--- config.mk ---
export PLATFORM = sky130hd
export DESIGN_NAME = polyalphabetic_letter_cipher_top
export DESIGN_NICKNAME = d
export VERILOG_FILES = /design/src/rtl/plc_pkg.sv /design/src/rtl/plc_cfg_regs.sv /design/src/rtl/plc_core.sv /design/src/rtl/polyalphabetic_letter_cipher_top.sv
export SDC_FILE = /design/constraint.sdc
export NUM_CORES = 1
export LEC_CHECK = 0
export ABC_AREA = 1
export BUFFER_PORTS_ARGS = -buffer_cell sky130_fd_sc_hd__buf_2
export CAP_MARGIN = 0
export CORE_AREA = 2 2 139 141
export CTS_BUF_LIST = sky130_fd_sc_hd__clkbuf_8
export DETAILED_ROUTE_END_ITERATION = 7
export DIE_AREA = 0 0 141 143
export PLACE_DENSITY = 0.71
export SLEW_MARGIN = 15
export SYNTH_ARGS = -nofsm -noshare
export SYNTH_HDL_FRONTEND = slang
export SYNTH_SLANG_ARGS = --single-unit
export TNS_END_PERCENT = 5
--- constraint.sdc ---
create_clock -name clk -period 6.75 [get_ports clk]
set_input_delay 1.35 -clock clk [delete_from_list [all_inputs] [get_ports clk]]
set_output_delay 1.35 -clock clk [all_outputs]
set_load 0.05 [all_outputs]
--- src/rtl/plc_pkg.sv ---
package plc_pkg;

    // Letter and key geometry.
    localparam int LETTER_W            = 5;
    localparam int KEY_LEN_W           = 4;
    localparam int KEY_SLOTS           = 12;
    localparam int KEY_LETTERS_W       = KEY_SLOTS * LETTER_W;
    localparam int MAX_KEY_LETTERS_DEF = 12;
    localparam int CFG_INDEX_W         = 2;

    localparam logic [LETTER_W-1:0] ALPHABET = LETTER_W'(26);

    typedef logic [LETTER_W-1:0] letter_t;

    // Register indexes of the configuration port.
    typedef enum logic [CFG_INDEX_W-1:0] {
        REG_CIPHER_MODE = 2'd0,
        REG_DECIPHER    = 2'd1,
        REG_KEY_LENGTH  = 2'd2,
        REG_KEY_LETTERS = 2'd3
    } cfg_reg_t;

    // Input beat.
    typedef struct packed {
        letter_t letter_in;
        logic    end_of_message;
    } in_beat_t;

    // Output beat.
    typedef struct packed {
        letter_t letter_out;
        logic    last_out;
    } out_beat_t;

    // Configuration registers as seen by the datapath.
    typedef struct packed {
        logic                     cipher_mode;
        logic                     decipher;
        logic [KEY_LEN_W-1:0]     key_length;
        logic [KEY_LETTERS_W-1:0] key_letters;
    } cfg_t;

    // Fold a 5-bit code into 0..25; one subtract is enough below 32.
    function automatic letter_t mod26(input letter_t v);
        mod26 = (v >= ALPHABET) ? v - ALPHABET : v;
    endfunction

    // Shift a letter by a key letter modulo 26; both operands are below 26.
    function automatic letter_t shift_mod26(input letter_t letter, input letter_t k,
                                            input logic sub);
        logic [LETTER_W:0] sum;
        if (sub)
        begin
            sum = {1'b0, letter} + {1'b0, ALPHABET} - {1'b0, k};
        end
        else
        begin
            sum = {1'b0, letter} + {1'b0, k};
        end
        if (sum >= {1'b0, ALPHABET})
        begin
            sum = sum - {1'b0, ALPHABET};
        end
        shift_mod26 = sum[LETTER_W-1:0];
    endfunction

endpackage

--- src/rtl/plc_cfg_regs.sv ---
module plc_cfg_regs (
    input  logic                                clk,
    input  logic                                rst_n,
    input  logic                                cfg_valid,
    input  logic [plc_pkg::CFG_INDEX_W-1:0]     cfg_index,
    input  logic [plc_pkg::KEY_LETTERS_W-1:0]   cfg_data,
    output plc_pkg::cfg_t                       cfg
);
    import plc_pkg::*;

    cfg_t cfg_reg;
    cfg_t cfg_next;

    // Register decode; the port is always ready, so valid alone writes.
    always_comb
    begin
        cfg_next = cfg_reg;
        if (cfg_valid)
        begin
            unique case (cfg_reg_t'(cfg_index))
                REG_CIPHER_MODE: cfg_next.cipher_mode = cfg_data[0];
                REG_DECIPHER:    cfg_next.decipher    = cfg_data[0];
                REG_KEY_LENGTH:  cfg_next.key_length  = cfg_data[KEY_LEN_W-1:0];
                REG_KEY_LETTERS: cfg_next.key_letters = cfg_data;
            endcase
        end
    end

    always_ff @(posedge clk or negedge rst_n)
    begin
        if (!rst_n)
        begin
            cfg_reg.cipher_mode <= 1'b0;
            cfg_reg.decipher    <= 1'b0;
            cfg_reg.key_length  <= KEY_LEN_W'(1);
            cfg_reg.key_letters <= '0;
        end
        else
        begin
            cfg_reg <= cfg_next;
        end
    end

    assign cfg = cfg_reg;

endmodule

--- src/rtl/plc_core.sv ---
module plc_core #(
    parameter int MAX_KEY_LETTERS = plc_pkg::MAX_KEY_LETTERS_DEF
) (
    input  logic                clk,
    input  logic                rst_n,
    input  plc_pkg::cfg_t       cfg,
    input  logic                fire,
    input  plc_pkg::in_beat_t   beat_in,
    output plc_pkg::out_beat_t  beat_out
);
    import plc_pkg::*;

    localparam int POS_W = (MAX_KEY_LETTERS > 1) ? $clog2(MAX_KEY_LETTERS) : 1;

    logic [POS_W-1:0]     pos_reg;
    logic [POS_W-1:0]     pos_next;
    logic                 first_reg;
    logic                 first_next;
    letter_t              ring_reg [MAX_KEY_LETTERS];

    logic [KEY_LEN_W-1:0] len;
    logic                 wrap;
    logic [POS_W-1:0]     pos_cur;
    logic                 first_cur;
    logic [KEY_LEN_W-1:0] pos_inc;
    logic [5:0]           key_base;
    letter_t              key_letter;
    letter_t              k;
    letter_t              letter;
    letter_t              result;
    letter_t              plain;

    // Active key length, clamped to 1..MAX_KEY_LETTERS.
    always_comb
    begin
        if (cfg.key_length == '0)
        begin
            len = KEY_LEN_W'(1);
        end
        else if (cfg.key_length > KEY_LEN_W'(MAX_KEY_LETTERS))
        begin
            len = KEY_LEN_W'(MAX_KEY_LETTERS);
        end
        else
        begin
            len = cfg.key_length;
        end
    end

    // A position left beyond a shortened key wraps to the start.
    assign wrap      = KEY_LEN_W'(pos_reg) >= len;
    assign pos_cur   = wrap ? '0 : pos_reg;
    assign first_cur = wrap ? 1'b0 : first_reg;

    // Key letter selection: the key itself, or plaintext from the ring in autokey.
    assign key_base   = 6'(pos_cur) * 6'(LETTER_W);
    assign key_letter = mod26(cfg.key_letters[key_base +: LETTER_W]);
    assign k          = (cfg.cipher_mode && !first_cur) ? ring_reg[pos_cur] : key_letter;

    // Letter shift and the plaintext that feeds the autokey stream.
    assign letter = mod26(beat_in.letter_in);
    assign result = shift_mod26(letter, k, cfg.decipher);
    assign plain  = cfg.decipher ? result : letter;

    assign beat_out.letter_out = result;
    assign beat_out.last_out   = beat_in.end_of_message;

    // Position advance, end-of-key wrap and end-of-message restart.
    always_comb
    begin
        pos_inc    = KEY_LEN_W'(pos_cur) + KEY_LEN_W'(1);
        pos_next   = pos_reg;
        first_next = first_reg;
        if (fire)
        begin
            if (beat_in.end_of_message)
            begin
                pos_next   = '0;
                first_next = 1'b1;
            end
            else if (pos_inc >= len)
            begin
                pos_next   = '0;
                first_next = 1'b0;
            end
            else
            begin
                pos_next   = pos_inc[POS_W-1:0];
                first_next = first_cur;
            end
        end
    end

    always_ff @(posedge clk or negedge rst_n)
    begin
        if (!rst_n)
        begin
            pos_reg   <= '0;
            first_reg <= 1'b1;
        end
        else
        begin
            pos_reg   <= pos_next;
            first_reg <= first_next;
        end
    end

    // Plaintext ring, written at the position just used.
    always_ff @(posedge clk)
    begin
        if (fire && cfg.cipher_mode)
        begin
            ring_reg[pos_cur] <= plain;
        end
    end

endmodule

--- src/rtl/polyalphabetic_letter_cipher_top.sv ---
// Vigenere and autokey letter cipher. Each input beat carries one letter
// (0 = A .. 25 = Z) and an end-of-message flag, and yields exactly one output
// beat with the shifted letter and the copied flag, in order. The block takes
// one letter per cycle while the output is not stalled: a letter is captured in
// an input register, then shifted and written to the result register when it
// frees up. The rate is set by the per-letter update of the key position and
// the plaintext ring. While a result waits on a stalled output, the input
// register can still take one more letter; after that the input stalls until
// the result is taken. The configuration port is always ready;
// write it only while no letter is in flight. A letter flagged end of message
// restarts the key stream for the next message.
module polyalphabetic_letter_cipher_top #(
    parameter int MAX_KEY_LETTERS = plc_pkg::MAX_KEY_LETTERS_DEF
) (
    input  logic                                clk,
    input  logic                                rst_n,
    input  logic                                in_valid,
    output logic                                in_stall,
    input  plc_pkg::in_beat_t                   in_data,
    output logic                                out_valid,
    input  logic                                out_stall,
    output plc_pkg::out_beat_t                  out_data,
    input  logic                                cfg_valid,
    output logic                                cfg_ready,
    input  logic [plc_pkg::CFG_INDEX_W-1:0]     cfg_index,
    input  logic [plc_pkg::KEY_LETTERS_W-1:0]   cfg_data
);
    import plc_pkg::*;

    cfg_t      cfg;
    logic      in_hold_reg;
    in_beat_t  in_data_reg;
    logic      out_valid_reg;
    out_beat_t out_data_reg;
    out_beat_t result;
    logic      take_in;
    logic      move;

    assign cfg_ready = 1'b1;

    plc_cfg_regs u_cfg_regs (
        .clk       (clk),
        .rst_n     (rst_n),
        .cfg_valid (cfg_valid),
        .cfg_index (cfg_index),
        .cfg_data  (cfg_data),
        .cfg       (cfg)
    );

    plc_core #(
        .MAX_KEY_LETTERS (MAX_KEY_LETTERS)
    ) u_core (
        .clk      (clk),
        .rst_n    (rst_n),
        .cfg      (cfg),
        .fire     (move),
        .beat_in  (in_data_reg),
        .beat_out (result)
    );

    // Handshake: the held letter moves on whenever the result register frees up.
    assign move     = in_hold_reg && (!out_valid_reg || !out_stall);
    assign in_stall = in_hold_reg && !move;
    assign take_in  = in_valid && !in_stall;

    always_ff @(posedge clk or negedge rst_n)
    begin
        if (!rst_n)
        begin
            in_hold_reg   <= 1'b0;
            out_valid_reg <= 1'b0;
        end
        else
        begin
            if (take_in)
            begin
                in_hold_reg <= 1'b1;
            end
            else if (move)
            begin
                in_hold_reg <= 1'b0;
            end
            if (move)
            begin
                out_valid_reg <= 1'b1;
            end
            else if (!out_stall)
            begin
                out_valid_reg <= 1'b0;
            end
        end
    end

    // Payload registers.
    always_ff @(posedge clk)
    begin
        if (take_in)
        begin
            in_data_reg <= in_data;
        end
        if (move)
        begin
            out_data_reg <= result;
        end
    end

    assign out_valid = out_valid_reg;
    assign out_data  = out_data_reg;

    // The input side only stalls behind a full, stalled result register.
    a_stall_cause: assert property (@(posedge clk) disable iff (!rst_n)
        in_stall |-> (out_valid_reg && out_stall))
        else $error("input stalled without a blocked result");

    // Every result letter is a valid letter.
    a_letter_range: assert property (@(posedge clk) disable iff (!rst_n)
        out_valid |-> (out_data.letter_out < ALPHABET))
        else $error("result letter out of range");

    // A moved letter shows up as a result carrying its own end-of-message flag.
    a_flag_follows: assert property (@(posedge clk) disable iff (!rst_n)
        move |=> (out_valid && out_data.last_out == $past(in_data_reg.end_of_message)))
        else $error("result flag does not follow its letter");

endmodule
==> run_results.csv, run 1 <==
group,metric,value,unit
clock_tree,path_clk_slew,0.10,ns
power_and_ir_drop,leakagePower,4.997,nW
setup_path,path_class,"register to register",
worst_hold_path,hp-start,"in_hold_reg",
clock_tree,h-tree-depth,4,
synthesis,synth_warnings,0,
power_and_ir_drop,power_frac_clock,0.138,
detailed_routing,routed_wl,23720,um
status,status,"finished, final reports clean",
sta,relSlewSlack,0.3133,
sta,fin_crit,6.309,ns
synthesis,synthTopCellsByArea,"edfxtp_1, dfrtp_1, nand2_1",
setup_path,cpPeakStageDelay,0.56,ns
die,die_width,141,um
synthesis,yosys.cell_types.count,44,
worst_hold_path,hold_end,"out_valid",
clock_tree,cts_buffer_depth,2,
setup_path,crit_slowest_cell,"fa_2",
sta,layout_worst_path_cycle_share,0.9347,
clock_tree,clkSinkCount,145,
finish,area_delta_synth_final,12.46,%
global_route,antenna_found_initial,0,
power_and_ir_drop,p_int,2.505,mW
finish,fin_nets,1381,
synthesis,syn-num-nets,1320,
global_route,grt_max_degree,74,
synthesis,synth_top_area_cell,"edfxtp_1",
sta,final_max_slew_viol_count,0,
sta,skew,0.01745,ns
power_and_ir_drop,p_comb_frac,0.608,
setup_path,reg2reg_from,"u_cfg_regs.cfg[62]",
finish,layout-drive-gt1-share,0.1515,
sta,fmax,158.5,MHz
die,core-area,0.01858,mm2
setup_path,crit_fanout,9,
worst_hold_path,worstHoldPathType,"register to register",
clock_tree,cts_hold_buf,0,
synthesis,synth_ff_type,"edfxtp_1",
power_and_ir_drop,power_frac_seq,0.254,
place,io_buffers,80,
clock_tree,cts_root_buf,"clkbuf_8",
synthesis,synthArstFlopShare,0.5034,
sta,worst_slew_pin_slew,1.026,ns
detailed_routing,viasPerCell,5.531,
detailed_routing,avgRoutedWirePerCell,15.59,um
finish,fillCellCount,1722,
setup_path,worst_path_most_repeated_cell,"nand2_1",
setup_path,cp-start-kind,"register",
global_route,grt_remaining_overflow,0,
sta,hold_viol_final,0,
synthesis,yosysSeqAreaShare,0.4360,
synthesis,synth.top_cell.area_share,0.2362,
power_and_ir_drop,vdd_ir_drop_max,0.2688,mV
flow_run,cap_viol_max_count,0,
place,placed_area,0.009756,mm2
place,gp_congestion,0.9429,
setup_path,ff2ff_setup_slack,0.44,ns
global_route,grt_pass1_vias,7868,
power_and_ir_drop,power_density,485.7,mW/mm2
power_and_ir_drop,switching_share,0.4991,
setup_path,critPathRequiredTime,6.94,ns
die,initial_utilization,0.4927,
detailed_routing,drt_pass1_iterations,6,
die,die_y,143,um
clock_tree,cts_tree,"built",
synthesis,synthCells,1213,
power_and_ir_drop,p_sw,2.496,mW
die,rows,50,
clock_tree,cts_buffers,17,
finish,diodes,0,
global_route,grt_pass1_wl,38540,um
detailed_routing,post-route-drc-count,0,
synthesis,synth_edf_count,72,
finish,final_core_util,0.5541,
die,ios,82,
sta,setup_viol,0,
synthesis,synth-seq-cells,145,
worst_hold_path,whs_path_depth,2,
global_route,grt_usage,0.2414,
clock_tree,insertion_delay,0.49,ns
detailed_routing,drt_iter0_drc,887,
finish,largest_register_ffs,66,
place,hpwl,16170,um
detailed_routing,ant_nets,0,
setup_path,cp.arrival,6.50,ns
synthesis,syn_area_per_cell,7.547,um2
setup_path,ff2ff_path_depth,37,
synthesis,syn_area,0.009155,mm2
detailed_routing,via_count,8412,
setup_path,reg2reg_to,"u_core.ring_reg[7][3]",
setup_path,crit_path_end_kind,"register",
die,die_area,0.02016,mm2
finish,design_area,0.01030,mm2
-- cells in the final DEF (no fill, tap or decap), drive strengths merged, types with 3 or more instances in the layout --
cell	instances
nand2	346
nand3	136
inv	135
nor2	134
buf	107
a21oi	75
edfxtp	72
dfrtp	71
nand4	48
o21ai	45
ha	31
clkbuf	17
a32o	10
mux2	10
o22ai	7
o211ai	5
xor2	5
or2	4
clkinv	4
a22oi	3
nor3	3
fa	3
o31ai	3
-- layout make-up --
| class | instances | area [um2] | area share |
|---|---|---|---|
| multi-input cells | 877 | 4518 | 0.4388 |
| flip-flops and latches | 145 | 3994 | 0.3879 |
| repair buffers | 107 | 621.8 | 0.06040 |
| inverters | 126 | 479.2 | 0.04654 |
| well taps | 234 | 292.8 | 0.02844 |
| clock buffers | 17 | 234.0 | 0.02272 |
| clock inverters | 15 | 156.4 | 0.01519 |
-- how the worst max path moves through the flow --
| stage | start | end | cells after the start |
|---|---|---|---|
| after global placement | u_cfg_regs.cfg[62] | u_core.ring_reg[10][4] | 39 |
| after CTS | u_cfg_regs.cfg[62] | u_core.ring_reg[5][3] | 39 |
| after global routing | u_cfg_regs.cfg[62] | u_core.ring_reg[5][3] | 41 |
| after detailed placement | u_cfg_regs.cfg[62] | u_core.ring_reg[0][1] | 38 |
| after floorplan | u_core.pos_reg[0] | u_core.ring_reg[0][1] | 40 |
| final | u_cfg_regs.cfg[62] | u_core.ring_reg[7][3] | 37 |
-- per-stage QoR --
stage	hold WS, ns	power [mW]	setup slack, ns	setup TNS, ns	cells
after CTS	0.4887	4.743	0.06030	0	1517
after floorplan	0.4340	3.383	-0.03578	-0.8096	1213
after global routing	0.5133	5.426	-0.03251	-0.2811	1521
final	0.4819	5.001	0.4407	0	1521
after global placement	0.4520	3.976	0.1231	0	1485
after detailed placement	0.4662	4.024	-0.02355	-0.5097	1485
-- Yosys cell counts (6+ instances only) --
cell type and count:
nand2_1 343, clkbuf_1 34, ha_1 31, nor2_1 132
a32o_1 10, a21oi_1 74, nand4_1 46, inv_1 120
dfrtp_1 71, o21ai_1 6, buf_2 22, nand3_1 136
o21ai_0 34, o22ai_1 7, edfxtp_1 72, mux2_2 10
-- power by group through the flow --
stage                     Combinational [mW]  Sequential [mW]  Clock (mW)
after floorplan                         2.06             1.32           0
after global placement                  2.69             1.28           0
after detailed placement                2.74             1.29           0
after CTS                               2.77             1.27       0.706
after global routing                    3.41             1.28       0.737
final                                   3.04             1.27       0.692
-- timing repair --
action	in CTS	in global routing
setup endpoints to repair	24	51
setup buffers	0	2
pin swaps	0	2
gates resized for setup	3	28
gates cloned	0	2
-- logic make-up (layout without fill, tap and decap cells) --
kind of cell / count (synthesis) / in the layout / synth area share
compound gates: 150 / 152 / 0.09403
xor+xnor: 7 / 7 / 0.007517
fa+ha+maj: 34 / 34 / 0.04893
buf+inv: 193 / 265 / 0.08747
flops: 145 / 145 / 0.4360
mux: 11 / 11 / 0.01339
other cells: 1 / 1 / 0.0004096
simple gates: 672 / 672 / 0.3123
-- per-layer routing --
layer | track usage | wire length [um] | up-vias
li1 | - | - | 4147
met5 | 0 | 0 | -
met3 | 0.04091 | 1654 | 44
met2 | 0.3789 | 10580 | 332
met1 | 0.3374 | 10950 | 3889
met4 | 0.09105 | 532 | 0
-- critical path, delay by kind of cell (launching register included) --
kind                     cells  cell delay [ns]
adder cells (fa/ha/maj)      8             2.43
AND/OR/NAND/NOR             17             1.49
AO/OA/AOI/OAI                7             1.16
flip-flops                   1             0.45
buffers and inverters        4             0.33
XOR/XNOR                     1             0.17
Power figures use the tool's default switching activity.
==> run 2: changes to the inputs <==
- CAP_MARGIN: 0 -> 20
- PLACE_DENSITY: 0.71 -> 0.69
- REMOVE_ABC_BUFFERS: not set -> 1
- clock period: 6.75 -> 8 ns (I/O delays scaled with it)
==> run_results.csv, run 2 (same netlist as run 1, synthesis figures left out) <==
group,metric,value,unit
status,status,"finished, final reports clean",
finish,layout-drive-gt1-share,0.1383,
place,placed_cells,1480,
setup_path,worst_path_most_repeated_cell,"nand2_1",
detailed_routing,avgRoutedWirePerCell,15.23,um
setup_path,path_depth,39,
sta,worst_slew_pin_slew,0.9453,ns
clock_tree,cts_root_buf,"clkbuf_8",
sta,layout_worst_path_cycle_share,0.9146,
power_and_ir_drop,switching_share,0.4861,
die,core-area,0.01858,mm2
setup_path,cp.arrival,7.52,ns
place,io_buffers,80,
setup_path,reg2reg_from,"u_cfg_regs.cfg[62]",
power_and_ir_drop,p_sw,1.933,mW
worst_hold_path,worstHoldPathType,"register to register",
power_and_ir_drop,vdd_ir_drop_max,0.2149,mV
finish,fin_cells,1521,
setup_path,path_buf_inv,6,
die,rows,50,
detailed_routing,ant_nets,0,
sta,skew,0.01414,ns
die,die_width,141,um
clock_tree,h-tree-depth,4,
power_and_ir_drop,leakagePower,4.956,nW
setup_path,cp_top_family,"adder cells",
sta,final_max_slew_viol_count,0,
global_route,grt_usage,0.2398,
sta,fin_crit,7.317,ns
flow_run,cap_viol_max_count,0,
finish,largest_register_ffs,66,
setup_path,ff2ff_path_depth,39,
power_and_ir_drop,p_comb_frac,0.587,
clock_tree,cts_hold_buf,0,
global_route,grt_remaining_overflow,0,
global_route,grt_pass1_wl,38410,um
worst_hold_path,hp-start,"in_hold_reg",
power_and_ir_drop,power_density,391.1,mW/mm2
finish,fillCellCount,1777,
power_and_ir_drop,p_int,2.044,mW
clock_tree,insertion_delay,0.47,ns
sta,relSlewSlack,0.3675,
detailed_routing,post-route-drc-count,0,
sta,hold_viol_final,0,
clock_tree,path_clk_slew,0.08,ns
setup_path,cpPeakStageDelay,0.67,ns
place,gp_congestion,0.9514,
setup_path,crit_path_end_kind,"register",
global_route,antenna_found_initial,0,
power_and_ir_drop,power_frac_seq,0.269,
global_route,grt_pass1_vias,7707,
place,placed_area,0.009697,mm2
power_and_ir_drop,power_frac_clock,0.144,
finish,layout_commonest_cell,"nand2_1",
die,die_y,143,um
die,ios,82,
worst_hold_path,whs_path_depth,2,
sta,rsz0062_at_grt,"false",
finish,area_delta_synth_final,11.06,%
place,hpwl,15920,um
setup_path,cp-startpoint,"u_cfg_regs.cfg[62]",
setup_path,crit_fanout,11,
detailed_routing,drt_iter0_drc,653,
detailed_routing,via_count,8214,
clock_tree,clkSinkCount,145,
detailed_routing,routed_wl,23160,um
finish,design_area,0.01017,mm2
setup_path,critPathRequiredTime,8.20,ns
finish,mostFrequentLayoutCells,"nand2_1, nand3_1, nor2_1",
die,die_area,0.02016,mm2
global_route,grt_max_degree,80,
sta,fmax,136.7,MHz
clock_tree,cts_buffer_depth,2,
finish,fin_nets,1381,
finish,diodes,0,
sta,setup_viol,0,
setup_path,crit_slowest_cell,"fa_2",
clock_tree,cts_tree,"built",
detailed_routing,drt_pass1_iterations,5,
setup_path,path_class,"register to register",
clock_tree,cts_buffers,17,
detailed_routing,viasPerCell,5.400,
die,initial_utilization,0.4927,
setup_path,cp-start-kind,"register",
run 2: area by class of cell:
class | instances | area, um2 | area share
Tap cell | 234 | 292.8 | 0.02880
Inverter | 126 | 480.5 | 0.04726
Multi-Input combinational cell | 875 | 4402 | 0.4329
Clock buffer | 17 | 234.0 | 0.02301
Clock inverter | 15 | 151.4 | 0.01489
Timing Repair Buffer | 109 | 615.6 | 0.06055
Sequential cell | 145 | 3991 | 0.3926
run 2: per-layer routing:
layer / GRT usage / vias up / part of all wire
met5: 0 / - / 0
met4: 0.06789 / 0 / 0.015
met3: 0.04427 / 33 / 0.062
met2: 0.3789 / 274 / 0.45
met1: 0.3398 / 3774 / 0.48
li1: - / 4133 / -
run 2: through the flow:
step                      TNS (ns)  utilization  setup slack (ns)  total power [mW]  hold WS [ns]
final                            0       0.5472            0.6835             3.977        0.4769
after global routing             0       0.5472           0.02215             4.333        0.5157
after detailed placement         0       0.5219            0.5290             3.374        0.4566
after global placement           0       0.5213            0.5955             3.331        0.4509
after CTS                        0       0.5426            0.4930             3.951        0.4709
after floorplan            -104.74            -            -2.147             2.779        0.4340
run 2: worst paths after layout:
kind                                         endpoint  slack [ns]
max in group asynchronous          u_cfg_regs.cfg[24]        6.12
min in group asynchronous          u_cfg_regs.cfg[14]        1.28
worst min register to register              out_valid        0.48
worst max register to register  u_core.ring_reg[1][3]        0.68
worst min-delay path                        out_valid        0.48
worst max-delay path            u_core.ring_reg[1][3]        0.68
run 2: tightest hold or removal path, stage by stage, from the launching register on:
cell     delay (ns)
dfrtp_1        0.33
inv_1          0.06
nand2_1        0.06
run 2: timing repair:
item | CTS | global route
buffers inserted | 0 | 9
gates resized for setup | 0 | 6
endpoints found under the setup margin | 0 | 44
run 2: power by group through the flow:
stage,Combinational (mW),Sequential [mW],Clock [mW]
final,2.34,1.07,0.572
after global placement,2.25,1.09,0
after global routing,2.64,1.08,0.612
after CTS,2.30,1.07,0.583
after detailed placement,2.29,1.08,0
after floorplan,1.64,1.14,0
==> run 3: changes to the inputs <==
- CAP_MARGIN: 20 -> not set
- CTS_BUF_LIST: sky130_fd_sc_hd__clkbuf_8 -> sky130_fd_sc_hd__clkbuf_16
==> run_results.csv, run 3 (same netlist as run 1, synthesis figures left out) <==
group,metric,value,unit
die,die_area,0.02016,mm2
setup_path,critPathRequiredTime,8.20,ns
finish,fin_nets,1373,
flow_run,cap_viol_max_count,0,
sta,setup_viol,0,
sta,relSlewSlack,0.3631,
setup_path,ff2ff_setup_slack,0.76,ns
sta,layout_worst_path_cycle_share,0.9044,
detailed_routing,avgRoutedWirePerCell,15.52,um
sta,whs,0.4732,ns
finish,final_core_util,0.5546,
place,place_ws,0.4067,ns
setup_path,ff2ff_path_depth,36,
sta,setup_slack,0.7648,ns
die,rows,50,
die,die_width,141,um
die,core-area,0.01858,mm2
detailed_routing,ant_nets,0,
clock_tree,path_clk_slew,0.06,ns
finish,fin_cells,1513,
finish,area_delta_synth_final,12.56,%
setup_path,reg2reg_to,"u_core.ring_reg[2][2]",
clock_tree,cts_buffers,17,
finish,mostFrequentLayoutCells,"nand2_1, nand3_1, nor2_1",
sta,skew,0.007664,ns
clock_tree,insertion_delay,0.43,ns
global_route,grt_pass1_wl,38720,um
detailed_routing,post-route-drc-count,0,
clock_tree,cts_tree,"built",
status,status,"finished, final reports clean",
detailed_routing,drt_iter0_drc,748,
power_and_ir_drop,total_power,4.181,mW
place,placed_cells,1478,
worst_hold_path,whs_path_depth,2,
sta,fin_crit,7.235,ns
die,die_y,143,um
worst_hold_path,hold_end,"out_valid",
setup_path,crit_fanout,12,
clock_tree,cts_root_buf,"clkbuf_16",
global_route,antenna_found_initial,0,
setup_path,worst_path_most_repeated_cell,"nand2_1",
detailed_routing,routed_wl,23480,um
detailed_routing,via_count,8304,
finish,diodes,0,
place,hpwl,15870,um
sta,rsz0062_at_grt,"false",
global_route,grt_max_degree,80,
finish,layout-drive-gt1-share,0.1337,
sta,hold_viol_final,0,
setup_path,crit_slowest_cell,"fa_1",
setup_path,path_class,"register to register",
sta,final_max_slew_viol_count,0,
power_and_ir_drop,power_density,405.8,mW/mm2
finish,largest_register_ffs,66,
setup_path,cp.arrival,7.44,ns
power_and_ir_drop,leakagePower,5.014,nW
setup_path,cpPeakStageDelay,0.75,ns
global_route,grt_remaining_overflow,0,
finish,layout_commonest_cell,"nand2_1",
detailed_routing,viasPerCell,5.488,
global_route,grt_usage,0.2408,
die,ios,82,
detailed_routing,drt_pass1_iterations,5,
clock_tree,cts_buffer_depth,2,
setup_path,crit_path_end_kind,"register",
place,io_buffers,80,
worst_hold_path,worstHoldPathType,"register to register",
die,initial_utilization,0.4927,
sta,fmax,138.2,MHz
setup_path,cp-start-kind,"register",
place,gp_congestion,0.9514,
global_route,grt_pass1_vias,7782,
setup_path,reg2reg_from,"u_cfg_regs.cfg[62]",
finish,fillCellCount,1773,
worst_hold_path,hp-start,"in_hold_reg",
power_and_ir_drop,vdd_ir_drop_max,0.2447,mV
sta,worst_slew_pin_slew,0.9519,ns
clock_tree,h-tree-depth,4,
clock_tree,clkSinkCount,145,
-- run 3: cell types whose count changed in the layout (fill, tap and decap cells not counted), sizes merged --
cell  delta
buf      -8
-- run 3: where the power goes --
group	internal [mW]	leakage, nW	total (mW)	switching [mW]
combinational	0.753	3.26	2.33	1.58
sequential	1.02	1.48	1.07	0.0511
clock	0.436	0.272	0.782	0.345
-- run 3: critical path, delay by kind of cell, from the launching register on --
family / cells / cell delay (ns)
and+or+nand+nor: 17 / 1.86
muxes: 1 / 0.29
AOI/OAI and AO/OA: 6 / 1.28
adders and majority gates: 8 / 2.66
DFF: 1 / 0.43
buffers and inverters: 4 / 0.48
-- run 3: layer usage --
| layer | global-route usage | wire, um | share of wire | vias up |
|---|---|---|---|---|
| met5 | 0 | 0 | 0 | - |
| met4 | 0.06789 | 445 | 0.019 | 0 |
| met3 | 0.04762 | 1663 | 0.071 | 38 |
| met2 | 0.3751 | 10400 | 0.44 | 326 |
| met1 | 0.3439 | 10970 | 0.47 | 3815 |
| li1 | - | - | - | 4125 |
-- run 3: stage by stage --
stage                     setup TNS, ns  cell area [um2]
after floorplan                 -104.74             8827
after global placement                0             9687
after detailed placement              0             9687
after CTS                             0            10260
after global routing                  0            10300
final                                 0            10300
-- run 3: worst max path at each step --
stage,from,to,slack (ns)
6_report,u_cfg_regs.cfg[62],u_core.ring_reg[2][2],0.76
5_1_grt,u_cfg_regs.cfg[62],u_core.ring_reg[1][3],0.06
4_1_cts,u_cfg_regs.cfg[62],u_core.ring_reg[2][3],0.37
3_5_place_dp,u_cfg_regs.cfg[62],u_core.ring_reg[6][3],0.41
3_3_place_gp,u_cfg_regs.cfg[62],u_core.ring_reg[3][3],0.60
2_1_floorplan,u_cfg_regs.cfg[63],u_core.ring_reg[0][3],-2.15
-- run 3: area by class of cell --
class / instances / area, um2 / share of cell area
timing repair buffer: 101 / 560.5 / 0.05440
clock inverter: 15 / 151.4 / 0.01469
sequential: 145 / 3991 / 0.3873
tap: 234 / 292.8 / 0.02841
multi-input combinational: 875 / 4403 / 0.4273
inverter: 126 / 480.5 / 0.04662
clock buffer: 17 / 425.4 / 0.04128
-- run 3: what timing repair did --
action,CTS,global route
gates resized for setup,0,6
buffers inserted,0,3
endpoints found under the setup margin,0,48
hold buffers,0,0
